File: config.mk
export PLATFORM = sky130hd
export DESIGN_NAME = rbb_div_pipe
export DESIGN_NICKNAME = d
export VERILOG_FILES = /design/src/hw/rtl/rbb_div_pipe.sv
export SDC_FILE = /design/constraint.sdc
export NUM_CORES = 1
export LEC_CHECK = 0
export BUFFER_PORTS_ARGS = -buffer_cell sky130_fd_sc_hd__buf_2
export CORE_UTILIZATION = 50
export DETAILED_ROUTE_END_ITERATION = 12
export GPL_TIMING_DRIVEN = 0
export PLACE_DENSITY = 0.65
export REMOVE_ABC_BUFFERS = 1
export SLEW_MARGIN = 20
export SYNTH_ARGS = -nofsm -noshare
export SYNTH_HDL_FRONTEND = slang
export SYNTH_SLANG_ARGS = --single-unit
File: constraint.sdc
create_clock -name clk -period 7.7 [get_ports clk]
set_input_delay 0.385 -clock clk [delete_from_list [all_inputs] [get_ports clk]]
set_output_delay 0.385 -clock clk [all_outputs]
set_load 0.02 [all_outputs]
File: src/hw/rtl/rbb_div_pipe.sv
`default_nettype none

// Restoring divider, one quotient bit per stage. in_rem must be below in_div.
module rbb_div_pipe #(
  parameter int DW = 16,
  parameter int VW = 17,
  parameter int PW = 1
) (
  input  wire logic          clk,
  input  wire logic          rst_n,
  input  wire logic          en,
  input  wire logic          in_valid,
  input  wire logic [VW-1:0] in_rem,
  input  wire logic [DW-1:0] in_dvd,
  input  wire logic [VW-1:0] in_div,
  input  wire logic [PW-1:0] in_pay,
  output logic               out_valid,
  output logic [DW-1:0]      out_quo,
  output logic [PW-1:0]      out_pay
);

  logic [VW-1:0] rem_r   [DW];
  logic [VW-1:0] rem_nxt [DW];
  logic [DW-1:0] dvd_r   [DW];
  logic [DW-1:0] dvd_nxt [DW];
  logic [PW-1:0] pay_r   [DW];
  logic [VW-1:0] src_rem [DW];
  logic [DW-1:0] src_dvd [DW];
  logic [PW-1:0] src_pay [DW];
  logic [VW:0]   trial   [DW];
  logic [DW-1:0] vld_r;
  logic [DW-1:0] vld_nxt;

  always_comb begin
    src_rem[0] = in_rem;
    src_dvd[0] = in_dvd;
    src_pay[0] = in_pay;
    for (int k = 1; k < DW; k++) begin
      src_rem[k] = rem_r[k-1];
      src_dvd[k] = dvd_r[k-1];
      src_pay[k] = pay_r[k-1];
    end
    for (int k = 0; k < DW; k++) begin
      trial[k] = {src_rem[k], src_dvd[k][DW-1]};
      if (trial[k] >= {1'b0, in_div}) begin
        rem_nxt[k] = VW'(trial[k] - {1'b0, in_div});
        dvd_nxt[k] = {src_dvd[k][DW-2:0], 1'b1};
      end else begin
        rem_nxt[k] = trial[k][VW-1:0];
        dvd_nxt[k] = {src_dvd[k][DW-2:0], 1'b0};
      end
    end
    vld_nxt = {vld_r[DW-2:0], in_valid};
  end

  always_ff @(posedge clk) begin
    if (!rst_n) begin
      vld_r <= '0;
    end else if (en) begin
      vld_r <= vld_nxt;
    end
  end

  always_ff @(posedge clk) begin
    if (en) begin
      for (int k = 0; k < DW; k++) begin
        rem_r[k] <= rem_nxt[k];
        dvd_r[k] <= dvd_nxt[k];
        pay_r[k] <= src_pay[k];
      end
    end
  end

  assign out_valid = vld_r[DW-1];
  assign out_quo   = dvd_r[DW-1];
  assign out_pay   = pay_r[DW-1];

endmodule

`default_nettype wire

==> results.py <==
metrics = {
    "power": {
        "seqPwrFrac_pct": 34.2,
        "vdd_drop_max_mv": 0.203,
        "power_switching_mw": 5.22,
        "p_comb_share_pct": 46.3,
        "p_int_mw": 9.18,
        "p_total_mw": 14.4,
        "power_density_mw_per_mm2": 410,
        "p_leak_nw": 13.6,
        "pwr-share-clk_pct": 19.5,
        "p_sw_share_pct": 36.3,
    },
    "timing": {
        "fmax_mhz": 239,
        "min_period_ns": 4.19,
        "hold_violations": 0,
        "rsz0062_at_grt": "no",
        "tightest_slew_ns": 1.13,
        "slew_headroom_pct": 24.4,
        "finalSetupTns_ns": 0,
        "slew_viol_final": 0,
        "setup_violations": 0,
        "finClkSkew_ns": 0.0197,
        "holdWs_ns": 0.0945,
        "finalCritPeriodShare_pct": 54.4,
    },
    "synth": {
        "synthXorXnorAreaFrac_pct": 5.35,
        "synth_top_area_cell": "edfxtp_1",
        "synth_top_area_share_pct": 50.1,
        "yosysSeqAreaShare_pct": 51.1,
        "synth_flop_cell": "edfxtp_1",
        "ys_ff_latch": 543,
        "ys_types": 90,
        "synthArstFlopShare_pct": 0,
        "yosys-top-cells-area": "edfxtp_1 50%, ha_1 11%, mux2_2 4.3%, a21oi_1 3.6%, xnor2_1 3.3%",
        "synth_adder_area_share_pct": 11.7,
        "synth_compound_area_share_pct": 15.3,
        "synth_cells": 2673,
        "synth-simple-area-share_pct": 8.35,
        "muxShareOfSynthArea_pct": 5.76,
        "syn_avg_cell_area_um2": 11.8,
        "syn_area_mm2": 0.0316,
        "synth_top_family_by_area": "compound AO/OA/AOI/OAI gates",
        "yosysWarnings": 0,
        "synth_edf_count": 527,
    },
    "die": {
        "dieArea_mm2": 0.0642,
        "fp-row-count": 91,
        "io_pins": 73,
        "design.core.area_mm2": 0.0621,
        "dieHeight_um": 253,
        "die_width_um": 253,
        "initial_utilization_pct": 50.9,
    },
    "placed_design": {
        "hpwl_um": 45600,
        "io_buffers": 72,
        "placed_cell_area_mm2": 0.0329,
        "gp_congestion": 0.860,
        "placedCellCount": 3524,
    },
    "routing": {
        "finalWirelength_um": 67200,
        "first_pass_iters": 7,
        "first_iter_violations": 1111,
        "wire_per_inst_um": 18.4,
        "drc_errors": 0,
        "vias": 21000,
        "avgViaCountPerCell": 5.73,
        "drtAntennaViolNets": 0,
    },
    "status": {
        "status": "finished, final reports clean",
    },
    "cts": {
        "clock_path_buffers": 3,
        "tritoncts": "built",
        "clk_pin_slew_ns": 0.07,
        "cts_buffers": 61,
        "root_buffer": "clkbuf_16",
        "cts_sinks": 543,
        "cts.htree.levels": 2,
        "clk_latency_ns": 0.64,
        "post-cts-setup-buffers": 0,
    },
    "grt": {
        "grt_max_degree": 104,
        "grt_use_total_pct": 21.1,
        "grt_pass1_vias": 20400,
        "grt_pass1_wl_um": 106000,
        "overflow": 0,
        "antenna_found_initial": 0,
    },
    "cells_and_area": {
        "drive_gt1_share_pct": 12.8,
        "mostFrequentLayoutCells": "527 x edfxtp_1, 272 x ha_1, 225 x a21oi_1",
        "syn_to_final_growth_pct": 11.1,
        "stdcell_area_mm2": 0.0351,
        "final_common_cell": "edfxtp_1",
        "diodes": 0,
        "final_nets": 3110,
        "final_cells": 3655,
    },
    "worst_setup_path": {
        "cp-start-kind": "input pin",
        "critPathArrivalTime_ns": 4.56,
        "cp.required_ns": 8.07,
        "cp_max_fo": 31,
        "cp-end-kind": "flip-flop",
        "critPathKind": "input pin to flip-flop",
    },
    "min_path": {
        "hp-class": "input pin to flip-flop",
    },
    "job": {
        "cap_violations": 0,
    },
}
-- worst max-delay path, cell delays in order --
cell and delay (ns):
buf_2 0.08, clkinv_1 0.84, ha_1 0.77, a21o_1 0.14, a21oi_1 0.09, o21ai_0 0.43
a41oi_1 0.15, o41ai_1 0.78, a41oi_4 0.23, buf_16 0.22, a2111oi_0 0.33, a21oi_1 0.10
-- power groups by stage --
stage | Clock (mW) | Combinational [mW] | Sequential, mW
2_1_floorplan | 0 | 5.19 | 4.78
6_report | 2.81 | 6.67 | 4.93
4_1_cts | 2.90 | 6.63 | 4.93
5_1_grt | 3.01 | 7.41 | 5.00
3_3_place_gp | 0 | 6.36 | 5.02
3_5_place_dp | 0 | 6.58 | 4.99
-- area by class of cell --
class | count | area, µm²
clock buffers | 66 | 1550
clock inverters | 47 | 419
fillers | 5123 | 27000
inverters | 105 | 394
multi-input cells | 1956 | 14700
flip-flops and latches | 543 | 16100
well taps | 837 | 1050
repair buffers | 101 | 790
-- state kept, by name (all words and copies together), names as in the netlist --
register  count
rem_r       255
vld_r        16
dvd_r       256
pay_r        16
-- final timing paths --
check	startpoint	end	slack [ns]	cells past startpoint
worst max-delay path	in_div[2]	rem_r[0][49]	3.51	12
worst min-delay path	in_rem[11]	rem_r[0][12]	0.09	2
worst max register to register	dvd_r[0][47]	rem_r[0][55]	3.93	13
worst min register to register	dvd_r[1][36]	dvd_r[1][53]	0.41	0
-- repair_timing --
item	CTS	global route
endpoints found under the hold margin	17	0
hold buffers	17	0
resized for setup	0	0
-- cells by family (layout without fill, tap and decap cells) --
| logic type | after synthesis | count (layout) |
|---|---|---|
| buffers and inverters | 174 | 319 |
| muxes | 160 | 160 |
| adders and majority gates | 287 | 287 |
| DFF | 543 | 543 |
| xor gates and xnor gates | 193 | 193 |
| AOI/OAI and AO/OA | 764 | 764 |
| and+or+nand+nor | 552 | 552 |
-- cells in the mapped netlist, types with 16 or more instances --
library cell and n:
nand4_1 31, mux2_2 122, o21bai_1 37, buf_4 16, edfxtp_1 527, clkbuf_1 28
dfxtp_1 16, nor3_1 22, a21o_1 87, ha_1 272, o21ai_0 193, xor2_1 74
nor2_1 150, a31oi_1 34, o21a_1 37, a211oi_1 22, nand2b_1 33, buf_2 20
a21oi_1 225, inv_1 105, mux2i_1 25, nand2_1 179, xnor2_1 119, nor2b_1 36
nand3_1 38
-- per-layer routing --
layer	routed length (µm)	vias up	track usage, %
met4	2600	0	8.43
li1	-	10400	-
met2	33100	454	36.2
met5	0	-	0
met3	2750	144	3.19
met1	28800	9998	26.7
-- stage by stage --
| stage | setup slack (ns) | utilization [%] |
|---|---|---|
| after floorplan | 2.87 | - |
| after global placement | -1.85 | 52.6 |
| after detailed placement | 3.17 | 53.1 |
| after CTS | 3.87 | 56.5 |
| after global routing | 3.29 | 56.5 |
| final | 3.51 | 56.5 |
Note: power is estimated with default switching activity, not from simulation.
